==> src/sv/bine_pkg.sv <==
// ----------------------------------------------------------------------------
// B+ tree internal node engine - shared definitions
// Sizes, operation and result codes, and the store and result bundles.
// ----------------------------------------------------------------------------
package bine_pkg;

  localparam int KEY_SLOTS   = 16;
  localparam int KEY_BITS    = 16;
  localparam int CHILD_BITS  = 32;

  // one spare key slot and one spare child slot hold the merged node on split
  localparam int KEY_DEPTH   = KEY_SLOTS + 1;
  localparam int CHILD_DEPTH = KEY_SLOTS + 2;
  localparam int KIDX_W      = $clog2(KEY_DEPTH);
  localparam int CIDX_W      = $clog2(CHILD_DEPTH);
  localparam int CNT_W       = $clog2(KEY_SLOTS + 1);

  localparam int MID         = (KEY_SLOTS + 1) / 2;
  localparam int RIGHT_N     = KEY_SLOTS / 2;
  localparam int EMIT_W      = $clog2(RIGHT_N + 1);

  localparam int OP_W        = 2;
  localparam int KIND_W      = 3;

  localparam int IN_DATA_W   = ((KEY_BITS + CHILD_BITS + 7) / 8) * 8;
  localparam int OUT_DATA_W  = ((KEY_BITS + CHILD_BITS + CNT_W + 7) / 8) * 8;

  localparam logic [OP_W-1:0] OP_INIT   = 2'd0;
  localparam logic [OP_W-1:0] OP_LOOKUP = 2'd1;
  localparam logic [OP_W-1:0] OP_INSERT = 2'd2;

  localparam logic [KIND_W-1:0] KIND_INIT   = 3'd0;
  localparam logic [KIND_W-1:0] KIND_LOOKUP = 3'd1;
  localparam logic [KIND_W-1:0] KIND_INSERT = 3'd2;
  localparam logic [KIND_W-1:0] KIND_SPLIT  = 3'd3;
  localparam logic [KIND_W-1:0] KIND_RIGHT  = 3'd4;

  typedef struct packed {
    logic                  key_we;
    logic [KIDX_W-1:0]     key_waddr;
    logic [KEY_BITS-1:0]   key_wdata;
    logic [KIDX_W-1:0]     key_raddr;
    logic                  child_we;
    logic [CIDX_W-1:0]     child_waddr;
    logic [CHILD_BITS-1:0] child_wdata;
    logic [CIDX_W-1:0]     child_raddr;
  } store_req_t;

  typedef struct packed {
    logic [KEY_BITS-1:0]   key;
    logic [CHILD_BITS-1:0] child;
  } store_rsp_t;

  typedef struct packed {
    logic [KIND_W-1:0]     kind;
    logic [KEY_BITS-1:0]   key;
    logic [CHILD_BITS-1:0] child;
    logic [CNT_W-1:0]      count;
    logic                  last;
  } res_t;

endpackage

==> src/sv/btree_internal_node_engine_top.sv <==
// ----------------------------------------------------------------------------
// B+ tree internal node engine
// Holds one internal node; init, upper-bound lookup, sorted insert and split.
//
//   channel | dir | tdata (low bit up)          | tuser     | tlast
//   s_axis  | in  | key[15:0], child[47:16]     | op[1:0]   | -
//   m_axis  | out | out_key[15:0],              | kind[2:0] | last
//           |     | out_child[47:16],           |           |
//           |     | count_now[52:48], zero pad  |           |
//
// One transfer in at a time; s_axis_tready is low while the sequencer works.
// Lookup and insert compare keys from the top down: one compare per stored
// key greater than the key, plus one for the first key that is not greater,
// if any; each compare waits for the registered read of the key memory.
// Split gives 9 results in place of the one result, each after its own
// registered read. Results wait in an output register; m_axis_tready low
// stalls the sequencer only once that register is full.
// Reset clears the key count; no clearing pass.
// ----------------------------------------------------------------------------
module btree_internal_node_engine_top (
  input  logic                                clk_i,
  input  logic                                rst_ni,
  input  logic                                s_axis_tvalid,
  output logic                                s_axis_tready,
  input  logic [bine_pkg::IN_DATA_W-1:0]      s_axis_tdata,  // key, child
  input  logic [bine_pkg::OP_W-1:0]           s_axis_tuser,  // op
  output logic                                m_axis_tvalid,
  input  logic                                m_axis_tready,
  output logic [bine_pkg::OUT_DATA_W-1:0]     m_axis_tdata,  // out_key, out_child, count_now
  output logic [bine_pkg::KIND_W-1:0]         m_axis_tuser,  // kind
  output logic                                m_axis_tlast
);

  bine_pkg::store_req_t req;
  bine_pkg::store_rsp_t rsp;
  bine_pkg::res_t       res;
  bine_pkg::res_t       out_q;
  logic                 res_valid;
  logic                 res_ready;
  logic                 out_valid_q;

  bine_ctrl u_ctrl (
    .clk_i       (clk_i),
    .rst_ni      (rst_ni),
    .in_valid_i  (s_axis_tvalid),
    .in_ready_o  (s_axis_tready),
    .in_op_i     (s_axis_tuser),
    .in_key_i    (s_axis_tdata[bine_pkg::KEY_BITS-1:0]),
    .in_child_i  (s_axis_tdata[bine_pkg::KEY_BITS +: bine_pkg::CHILD_BITS]),
    .res_valid_o (res_valid),
    .res_ready_i (res_ready),
    .res_o       (res),
    .req_o       (req),
    .rsp_i       (rsp)
  );

  bine_store u_store (
    .clk_i (clk_i),
    .req_i (req),
    .rsp_o (rsp)
  );

  assign res_ready = !out_valid_q || m_axis_tready;

  always_ff @(posedge clk_i or negedge rst_ni) begin
    if (!rst_ni) begin
      out_valid_q <= 1'b0;
    end else if (res_valid && res_ready) begin
      out_valid_q <= 1'b1;
    end else if (m_axis_tready) begin
      out_valid_q <= 1'b0;
    end
  end

  always_ff @(posedge clk_i) begin
    if (res_valid && res_ready) begin
      out_q <= res;
    end
  end

  assign m_axis_tvalid = out_valid_q;
  assign m_axis_tdata  = bine_pkg::OUT_DATA_W'({out_q.count, out_q.child, out_q.key});
  assign m_axis_tuser  = out_q.kind;
  assign m_axis_tlast  = out_q.last;

endmodule

==> src/sv/bine_store.sv <==
// ----------------------------------------------------------------------------
// B+ tree node store
// Key and child memories, one write and one registered read port each.
// ----------------------------------------------------------------------------
module bine_store (
  input  logic                clk_i,
  input  bine_pkg::store_req_t req_i,
  output bine_pkg::store_rsp_t rsp_o
);

  logic [bine_pkg::KEY_BITS-1:0]   key_mem   [bine_pkg::KEY_DEPTH];
  logic [bine_pkg::CHILD_BITS-1:0] child_mem [bine_pkg::CHILD_DEPTH];
  logic [bine_pkg::KEY_BITS-1:0]   key_rd_q;
  logic [bine_pkg::CHILD_BITS-1:0] child_rd_q;

  always_ff @(posedge clk_i) begin
    if (req_i.key_we) begin
      key_mem[req_i.key_waddr] <= req_i.key_wdata;
    end
    key_rd_q <= key_mem[req_i.key_raddr];
  end

  always_ff @(posedge clk_i) begin
    if (req_i.child_we) begin
      child_mem[req_i.child_waddr] <= req_i.child_wdata;
    end
    child_rd_q <= child_mem[req_i.child_raddr];
  end

  assign rsp_o.key   = key_rd_q;
  assign rsp_o.child = child_rd_q;

endmodule

==> src/sv/bine_ctrl.sv <==
// ----------------------------------------------------------------------------
// B+ tree node sequencer
// Downward scan with one shared compare: handles init, finds the upper bound,
// shifts entries up for insert, places the new entry and streams out a split.
// ----------------------------------------------------------------------------
module bine_ctrl (
  input  logic                              clk_i,
  input  logic                              rst_ni,
  input  logic                              in_valid_i,
  output logic                              in_ready_o,
  input  logic [bine_pkg::OP_W-1:0]         in_op_i,
  input  logic [bine_pkg::KEY_BITS-1:0]     in_key_i,
  input  logic [bine_pkg::CHILD_BITS-1:0]   in_child_i,
  output logic                              res_valid_o,
  input  logic                              res_ready_i,
  output bine_pkg::res_t                    res_o,
  output bine_pkg::store_req_t              req_o,
  input  bine_pkg::store_rsp_t              rsp_i
);

  typedef enum logic [3:0] {
    S_IDLE,
    S_SCAN_RD,
    S_SCAN_CMP,
    S_PLACE,
    S_LOOK_RD,
    S_LOOK_OUT,
    S_RESULT,
    S_EMIT_RD,
    S_EMIT_OUT
  } state_e;

  state_e                              state_q, state_d;
  logic [bine_pkg::OP_W-1:0]           op_q, op_d;
  logic [bine_pkg::KEY_BITS-1:0]       key_q, key_d;
  logic [bine_pkg::CHILD_BITS-1:0]     child_q, child_d;
  logic [bine_pkg::KIDX_W-1:0]         idx_q, idx_d;
  logic [bine_pkg::CNT_W-1:0]          count_q, count_d;
  logic                                full_q, full_d;
  logic [bine_pkg::EMIT_W-1:0]         emit_q, emit_d;
  logic [bine_pkg::KIND_W-1:0]         kind_q, kind_d;
  logic                                emit_sel;
  state_e                              done_state;

  assign emit_sel   = (state_q == S_EMIT_RD) || (state_q == S_EMIT_OUT);
  assign done_state = (op_q == bine_pkg::OP_LOOKUP) ? S_LOOK_RD : S_PLACE;

  always_comb begin
    state_d = state_q;
    op_d    = op_q;
    key_d   = key_q;
    child_d = child_q;
    idx_d   = idx_q;
    count_d = count_q;
    full_d  = full_q;
    emit_d  = emit_q;
    kind_d  = kind_q;

    in_ready_o  = (state_q == S_IDLE);
    res_valid_o = 1'b0;
    res_o       = '0;
    res_o.count = count_q;

    req_o = '0;
    if (emit_sel) begin
      req_o.key_raddr   = bine_pkg::KIDX_W'(bine_pkg::MID) + bine_pkg::KIDX_W'(emit_q);
      req_o.child_raddr = bine_pkg::CIDX_W'(bine_pkg::MID + 1) + bine_pkg::CIDX_W'(emit_q);
    end else begin
      req_o.key_raddr   = idx_q - bine_pkg::KIDX_W'(1);
      req_o.child_raddr = bine_pkg::CIDX_W'(idx_q);
    end

    unique case (state_q)
      S_IDLE: begin
        if (in_valid_i) begin
          op_d    = in_op_i;
          key_d   = in_key_i;
          child_d = in_child_i;
          idx_d   = bine_pkg::KIDX_W'(count_q);
          full_d  = (count_q == bine_pkg::CNT_W'(bine_pkg::KEY_SLOTS));
          case (in_op_i) inside
            bine_pkg::OP_INIT: begin
              req_o.child_we    = 1'b1;
              req_o.child_waddr = '0;
              req_o.child_wdata = in_child_i;
              count_d           = '0;
              kind_d            = bine_pkg::KIND_INIT;
              state_d           = S_RESULT;
            end
            bine_pkg::OP_LOOKUP, bine_pkg::OP_INSERT: begin
              if (count_q == '0) begin
                state_d = (in_op_i == bine_pkg::OP_LOOKUP) ? S_LOOK_RD : S_PLACE;
              end else begin
                state_d = S_SCAN_RD;
              end
            end
            default: state_d = S_IDLE;
          endcase
        end
      end
      S_SCAN_RD: state_d = S_SCAN_CMP;
      S_SCAN_CMP: begin
        if (rsp_i.key > key_q) begin
          if (op_q == bine_pkg::OP_INSERT) begin
            req_o.key_we      = 1'b1;
            req_o.key_waddr   = idx_q;
            req_o.key_wdata   = rsp_i.key;
            req_o.child_we    = 1'b1;
            req_o.child_waddr = bine_pkg::CIDX_W'(idx_q) + bine_pkg::CIDX_W'(1);
            req_o.child_wdata = rsp_i.child;
          end
          idx_d   = idx_q - bine_pkg::KIDX_W'(1);
          state_d = (idx_q == bine_pkg::KIDX_W'(1)) ? done_state : S_SCAN_RD;
        end else begin
          state_d = done_state;
        end
      end
      S_PLACE: begin
        req_o.key_we      = 1'b1;
        req_o.key_waddr   = idx_q;
        req_o.key_wdata   = key_q;
        req_o.child_we    = 1'b1;
        req_o.child_waddr = bine_pkg::CIDX_W'(idx_q) + bine_pkg::CIDX_W'(1);
        req_o.child_wdata = child_q;
        if (full_q) begin
          count_d = bine_pkg::CNT_W'(bine_pkg::MID);
          emit_d  = '0;
          state_d = S_EMIT_RD;
        end else begin
          count_d = count_q + bine_pkg::CNT_W'(1);
          kind_d  = bine_pkg::KIND_INSERT;
          state_d = S_RESULT;
        end
      end
      S_LOOK_RD: state_d = S_LOOK_OUT;
      S_LOOK_OUT: begin
        res_valid_o = 1'b1;
        res_o.kind  = bine_pkg::KIND_LOOKUP;
        res_o.child = rsp_i.child;
        res_o.last  = 1'b1;
        if (res_ready_i) begin
          state_d = S_IDLE;
        end
      end
      S_RESULT: begin
        res_valid_o = 1'b1;
        res_o.kind  = kind_q;
        res_o.last  = 1'b1;
        if (res_ready_i) begin
          state_d = S_IDLE;
        end
      end
      S_EMIT_RD: state_d = S_EMIT_OUT;
      S_EMIT_OUT: begin
        res_valid_o = 1'b1;
        res_o.kind  = (emit_q == '0) ? bine_pkg::KIND_SPLIT : bine_pkg::KIND_RIGHT;
        res_o.key   = rsp_i.key;
        res_o.child = rsp_i.child;
        res_o.last  = (emit_q == bine_pkg::EMIT_W'(bine_pkg::RIGHT_N));
        if (res_ready_i) begin
          if (emit_q == bine_pkg::EMIT_W'(bine_pkg::RIGHT_N)) begin
            state_d = S_IDLE;
          end else begin
            emit_d  = emit_q + bine_pkg::EMIT_W'(1);
            state_d = S_EMIT_RD;
          end
        end
      end
      default: state_d = S_IDLE;
    endcase
  end

  always_ff @(posedge clk_i or negedge rst_ni) begin
    if (!rst_ni) begin
      state_q <= S_IDLE;
      op_q    <= '0;
      key_q   <= '0;
      child_q <= '0;
      idx_q   <= '0;
      count_q <= '0;
      full_q  <= 1'b0;
      emit_q  <= '0;
      kind_q  <= '0;
    end else begin
      state_q <= state_d;
      op_q    <= op_d;
      key_q   <= key_d;
      child_q <= child_d;
      idx_q   <= idx_d;
      count_q <= count_d;
      full_q  <= full_d;
      emit_q  <= emit_d;
      kind_q  <= kind_d;
    end
  end

endmodule

==> config.mk <==
export PLATFORM = sky130hd
export DESIGN_NAME = btree_internal_node_engine_top
export DESIGN_NICKNAME = d
export VERILOG_FILES = /design/src/sv/bine_pkg.sv /design/src/sv/btree_internal_node_engine_top.sv /design/src/sv/bine_store.sv /design/src/sv/bine_ctrl.sv
export SDC_FILE = /design/constraint.sdc
export NUM_CORES = 1
export LEC_CHECK = 0
export BUFFER_PORTS_ARGS = -buffer_cell sky130_fd_sc_hd__buf_2
export CAP_MARGIN = 20
export CORE_AREA = 2 2 256 258
export DETAILED_ROUTE_END_ITERATION = 6
export DIE_AREA = 0 0 258 260
export MAX_ROUTING_LAYER = met4
export PLACE_DENSITY_LB_ADDON = 0.1
export SLEW_MARGIN = 5
export SYNTH_ARGS = -nofsm -noshare
export SYNTH_HDL_FRONTEND = slang
export SYNTH_SLANG_ARGS = --single-unit
==> constraint.sdc <==
create_clock -name clk_i -period 12.75 [get_ports clk_i]
set_input_delay 1.9125 -clock clk_i [delete_from_list [all_inputs] [get_ports clk_i]]
set_output_delay 1.9125 -clock clk_i [all_outputs]
set_load 0.02 [all_outputs]
# After elaboration in Yosys (flattened, before gate mapping)
# Memories as Yosys holds them, arrays and structs flattened. A register that Yosys moved wholly into a read port is not among the register bits.
# Cells that the tools add are included.
[totals] wordCells=117 memories=2 register_bits=130 mem_bits_rw=848 output_inout_bits=62
[mem_list] memory="u_store.child_mem" depth=18 width=32 rd=1 rd_ports_with_merged_regs=1 write_ports=1 line="bine_store.sv:12" source="logic [bine_pkg::CHILD_BITS-1:0] child_mem [bine_pkg::CHILD_DEPTH];"
[mem_list] memory="u_store.key_mem" depth=17 width=16 rd=1 rd_ports_with_merged_regs=1 write_ports=1 line="bine_store.sv:11" source="logic [bine_pkg::KEY_BITS-1:0] key_mem [bine_pkg::KEY_DEPTH];"
[classes] n_reduce_logical=22 n_eq_ne=23 add_sub_neg=6 order_cmp=1 muxes=48
[ops] op="2-to-1 mux 38 bit" count=4
[ops] op="one-hot mux 38 bit (3 select lines)" count=1
[ops] op="2-to-1 mux 22 bit" count=2
[ops] op="2-to-1 mux 4 bit" count=11
[ops] op="one-hot mux 22 bit (2 select lines)" count=1
[ops] op="2-to-1 mux 5 bit" count=7
[ops] op="one-hot mux 4 bit (8 select lines)" count=1
[ops] op="2-to-1 mux 3 bit" count=7
[ops] op="one-hot mux 5 bit (2 select lines)" count=2
[ops] op="equality test 4 x 3 -> 1 bit (second input constant)" count=4
[ops] op="> comparator 16 bit" count=1
[ops] op="adder 4 x 4 -> 5 bit (first input constant)" count=2
[ops] op="adder 5 x 1 -> 5 bit (second input constant)" count=2
[ops] op="one-hot mux 3 bit (3 select lines)" count=1
[ops] op="AND reduction 3 bit" count=3
[ops] op="equality test 4 x 2 -> 1 bit (second input constant)" count=2
[ops] op="equality test 4 bit (second input constant)" count=2
[ops] op="zero test 4 bit" count=2
[ops] op="2-to-1 mux 1 bit" count=8
[ops] op="inequality test 2 x 1 -> 1 bit (second input constant)" count=4
[ops] op="inequality test 2 bit (second input constant)" count=4
[ops] op="one-hot mux 4 bit (2 select lines)" count=1
[ops] op="AND reduction 4 bit" count=2
[ops] op="nonzero test 2 bit" count=4
[ops] op="other kinds (17)" count=22

# Depth between registers and ports, before layout
[logic_depth] depth_word=7 depth_mapped=13 depth_no_buf=9

# Hierarchy
# A second synthesis with hierarchy kept.
[unflattened] cells_unflattened=2246 hier_area_um2=40339.9
[by_module_without_submodules] mod="bine_store" instances=1 cells_per_inst=1597 area_each_um2=33435.8
[by_module_without_submodules] mod="bine_ctrl" instances=1 cells_per_inst=584 area_each_um2=5112.4
[by_module_without_submodules] mod="btree_internal_node_engine_top" instances=1 cells_per_inst=65 area_each_um2=1791.7

# Worst setup path before layout
# No wires, ideal clock.
[synth_path] path_type="reg-to-reg" from="register u_ctrl.key_q[15] in the netlist's numbering" to="memory u_store.child_mem[4][0] in the netlist's numbering, enable pin" setup_time_ns=0.513 setup_slack_ns=6.860 path_stages_with_launch=10 arrival_time_ns=5.377 cell_sequence="dfrtp_1 -> inv_1 -> ha_1 -> nand4_1 -> or2_2 -> a211oi_1 -> o31ai_2 -> o41a_1 -> buf_2 -> nor4b_1"
[synth_via] elab_chain_cells=5
[synth_lines] element="start: declaration" line="bine_ctrl.sv:35" source="logic [bine_pkg::KEY_BITS-1:0] key_q, key_d;"
[synth_lines] element="start signal: assignment" line="bine_ctrl.sv:187" source="key_q <= key_d;"
[synth_lines] element="> comparator 16 bit *" line="bine_ctrl.sv:103" source="if (rsp_i.key > key_q) begin"
[synth_lines] element="2-to-1 mux 38 bit *" line="bine_ctrl.sv:103"
[synth_lines] element="one-hot mux 38 bit (3 select lines) *" line="bine_ctrl.sv:73" source="unique case (state_q)"
[synth_lines] element="2-to-1 mux 1 bit" line="bine_store.sv:24" source="if (req_i.child_we) begin"
[synth_lines] element="2-to-1 mux 1 bit (not written as such)" line="bine_store.sv:25" source="child_mem[req_i.child_waddr] <= req_i.child_wdata;"
[synth_lines] element="end: declaration" line="bine_store.sv:12"
# Every way passes the cells marked *; elsewhere a longest branch is shown, timed or not.

# Final worst setup path
[layout_path] from="register u_ctrl.state_q[1]" to="register u_store.child_rd_q[30] in the netlist's numbering (read register of u_store.child_mem)"
[layout_via] elab_chain_cells=3
[layout_lines] element="start: declaration" line="bine_ctrl.sv:33" source="state_e state_q, state_d;"
[layout_lines] element="start signal: assignment" line="bine_ctrl.sv:185" source="state_q <= state_d;"
[layout_lines] element="equality test 4 x 3 -> 1 bit / equality test 4 bit (equally long branches)" line="bine_ctrl.sv:45" source="assign emit_sel = (state_q == S_EMIT_RD) || (state_q == S_EMIT_OUT);"
[layout_lines] element="logical OR 1 bit *" line="bine_ctrl.sv:45"
[layout_lines] element="2-to-1 mux 5 bit *" line="bine_ctrl.sv:65" source="if (emit_sel) begin"
[layout_lines] element="end: declaration" line="bine_store.sv:14" source="logic [bine_pkg::CHILD_BITS-1:0] child_rd_q;"
# Marks and branches as above.
# A chain may end at the register's enable or synchronous reset.

==> out/qor.txt <==
status -> finished, final reports clean
number of antenna violations at the first check in global routing -> 2
worst vdd ir -> 0.2826 mV
Fill cells -> 4023
first-pass GRT wire length -> 154500 um
cells after synthesis -> 2954
initial DRC count -> 3107
post-CTS resize count -> 0
Cells after DPL -> 3790
clk sinks -> 1024
initial core utilization -> 0.6485
syn avg cell area -> 14.08 um2
worst endpoint required time -> 13.22 ns
fraction of layout cells with a size suffix above 1 -> 0.1372
YS warnings -> 0
RSZ-0062 raised after global routing -> no
# rows -> 93
CP Max Fanout -> 163
fin crit share -> 0.4149
Setup Slack @ Placement -> 7.614 ns
postcts setup bufs -> 0
data arrival time of the worst path -> 5.76 ns
Sw Pwr -> 4416 uW
H-tree Lvls -> 3
Worst Tran Pin Value -> 1.114 ns
gpl congestion -> 0.8460
PwrDens -> 252.5 nW/um2
crit end category -> flop
die area -> 67080 um2
maxcap violations -> 0
Nets -> 3120
P_leak -> 0.01747 uW
Seq/Total Area, Yosys -> 0.7194
Ports -> 116
Routed Antenna Nets -> 0
drt first pass iters -> 7
Root Driver -> clkbuf_16
Final min period -> 5.291 ns
Max Clock Skew -> 0.02729 ns
switch share -> 0.3758
ys async rst share -> 0.06934
fin cells -> 3983
total CTS buffers -> 100
setup violators final -> 0
DR DRC count -> 0
area added between synthesis and finish -> 11.91%
synth unique cells -> 71
WS Path Type -> reg2reg
Pwr Total -> 11750 uW
CTS tree -> built
Post-synth EDFFs -> 905
CP startpoint kind -> flop
Slew Limit Fails -> 0
Synth Register Bits -> 1024
Internal Power -> 7335 uW
Fmax -> 189.0 MHz
final wirelength -> 104400 um
DR vias -> 25630
Avg WL per Cell -> 26.22 um
largest net degree at the start of global routing -> 164
Max Buffers Root-to-Sink -> 3
Combinational Power Share -> 0.376
Final HPWL DP -> 55650 um
Slew HR -> 0.2565
Core Area -> 64120 um2
final worst slack -> 7.459 ns
sequential share of power -> 0.375
Post-Syn Area -> 41580 um2
Post-Route Setup TNS -> 0 ns
Hold WC Path Type -> reg2reg
Final Hold Fails -> 0
Avg Vias per Cell -> 6.435
FF+latch area -> 29910 um2
Port Buffer Count -> 112
hold_buf cts -> 0
clock-pin slew on the worst setup and hold paths -> 0.07 ns
chip width -> 258 um
die height -> 260 um
Clock Latency Late Sink -> 0.66 ns
Overflow after GRT -> 0
multi-input logic area -> 11000 um2
clock share of power -> 0.249
Tot GR Track Use -> 0.3227
ys flop type -> edfxtp_1
vias in the first global route -> 24980
==> registers in the layout, summed over array words and instances (netlist names) <==
name	flops
u_ctrl.child_q	32
u_store.child_mem	576
u_ctrl.key_q	16
u_store.child_rd_q	32
u_store.key_mem	272
u_ctrl.idx_q	5
u_ctrl.count_q	5
u_ctrl.state_q	4
u_ctrl.op_q	2
u_ctrl.emit_q	4
m_axis_tuser	3
u_store.key_rd_q	16
u_ctrl.full_q	1
m_axis_tdata	53
u_ctrl.kind_q	1
m_axis_tlast	1
m_axis_tvalid	1
==> worst max-delay path: stages, from the launching register on <==
cell      delay [ns]
dfrtp_1         1.02
inv_1           0.54
buf_4           0.43
o21ai_1         0.25
o211a_4         0.89
buf_12          0.71
mux4_2          0.60
and2_0          0.18
a31oi_1         0.14
a221oi_1        0.10
==> final cells by class <==
cell class / count / area share
tap: 855 / 0.02299
timing repair buffer: 176 / 0.02420
inverter: 33 / 0.002662
antenna: 2 / 0.0001076
multi-input combinational: 1705 / 0.2364
sequential: 1024 / 0.6429
clock buffer: 136 / 0.06042
clock inverter: 52 / 0.01041
==> cell usage after synthesis (all sizes together) (3+ instances only) <==
master / number / area share
o31ai: 5 / 0.0010
nand3b: 3 / 0.00054
a211oi: 3 / 0.00054
nor3b: 6 / 0.0011
a21o: 39 / 0.0070
and2: 18 / 0.0027
o21a: 3 / 0.00054
a32oi: 20 / 0.0042
a22o: 50 / 0.011
dfrtp: 71 / 0.043
clkbuf: 97 / 0.0088
o221ai: 18 / 0.0038
a31oi: 8 / 0.0012
nand2b: 8 / 0.0012
or3: 3 / 0.00045
and3: 65 / 0.0098
dfxtp: 48 / 0.023
a21oi: 37 / 0.0045
nor3: 27 / 0.0032
ha: 26 / 0.0078
nor2b: 7 / 0.0011
inv: 32 / 0.0029
a311oi: 30 / 0.0096
nand2: 586 / 0.053
xnor2: 9 / 0.0019
edfxtp: 905 / 0.65
o22ai: 35 / 0.0053
nor4b: 10 / 0.0021
and4b: 3 / 0.00072
o21ai: 48 / 0.0058
nand4: 5 / 0.00075
nor4: 7 / 0.0014
o211ai: 3 / 0.00066
nand3: 298 / 0.036
mux4: 17 / 0.0092
nor2: 40 / 0.0036
buf: 97 / 0.014
mux2i: 242 / 0.058
==> layout by cell type (no fill, tap or decap), types with 50 or more instances in the layout <==
cell       instances
mux2i_1          242
clkbuf_16        103
buf_2            111
nand3_1          297
edfxtp_1         905
buf_4             58
and3_1            64
nand2_1          583
dfrtp_1           71
a22o_1            50
==> power groups by stage <==
stage / sequential, uW / clock, uW / combinational [uW]
6_report: 4410 / 2930 / 4420
3_3_place_gp: 4450 / 0 / 4240
2_1_floorplan: 4370 / 0 / 3260
3_5_place_dp: 4460 / 0 / 4360
5_1_grt: 4430 / 3080 / 4790
4_1_cts: 4400 / 2950 / 4390
==> path summary, 6_finish.rpt <==
path,from,to,slack [ns],cells past startpoint
worst max-delay path,u_ctrl.state_q[1]$_DFFE_PN0P_,u_store.child_rd_q[30]$_DFF_P_,7.46,9
worst max register to register,u_ctrl.state_q[1]$_DFFE_PN0P_,u_store.child_rd_q[30]$_DFF_P_,7.46,9
worst min register to register,u_ctrl.child_q[13]$_DFFE_PN0P_,u_ctrl.child_q[13]$_DFFE_PN0P_,0.47,2
min in group asynchronous,rst_ni,u_ctrl.key_q[0]$_DFFE_PN0P_,1.23,1
max in group asynchronous,rst_ni,u_ctrl.child_q[29]$_DFFE_PN0P_,10.36,2
worst min-delay path,u_ctrl.child_q[13]$_DFFE_PN0P_,u_ctrl.child_q[13]$_DFFE_PN0P_,0.47,2
==> stage by stage <==
step | utilization | instance area [um2] | hold WS, ns
final | 0.7258 | 46530 | 0.4749
after detailed placement | 0.6734 | 43170 | 0.4625
after CTS | 0.7248 | 46470 | 0.4780
after floorplan | - | 41590 | 0.4231
after global routing | 0.7258 | 46530 | 0.5062
after global placement | 0.6724 | 43110 | 0.4576
==> cell families (layout without fill, tap and decap cells) <==
kind of cell,after synthesis,after routing,share of synthesized area
xor gates and xnor gates,10,10,0.002106
muxes,259,259,0.06746
AOI/OAI and AO/OA,314,314,0.05795
buffers and inverters,227,397,0.02612
DFF,1024,1024,0.7194
and+or+nand+nor,1093,1093,0.1190
adders and majority gates,26,26,0.007824
other,1,5,0.00009019
==> routing by layer <==
| metal | vias to the layer above | share of wire | global-route usage |
|---|---|---|---|
| met5 | - | 0 | - |
| met4 | 0 | 0.034 | 0.1129 |
| met3 | 242 | 0.099 | 0.05283 |
| met2 | 1502 | 0.48 | 0.5056 |
| met1 | 12670 | 0.39 | 0.4353 |
| li1 | 11220 | - | - |
(Power assumes the default switching activity.)
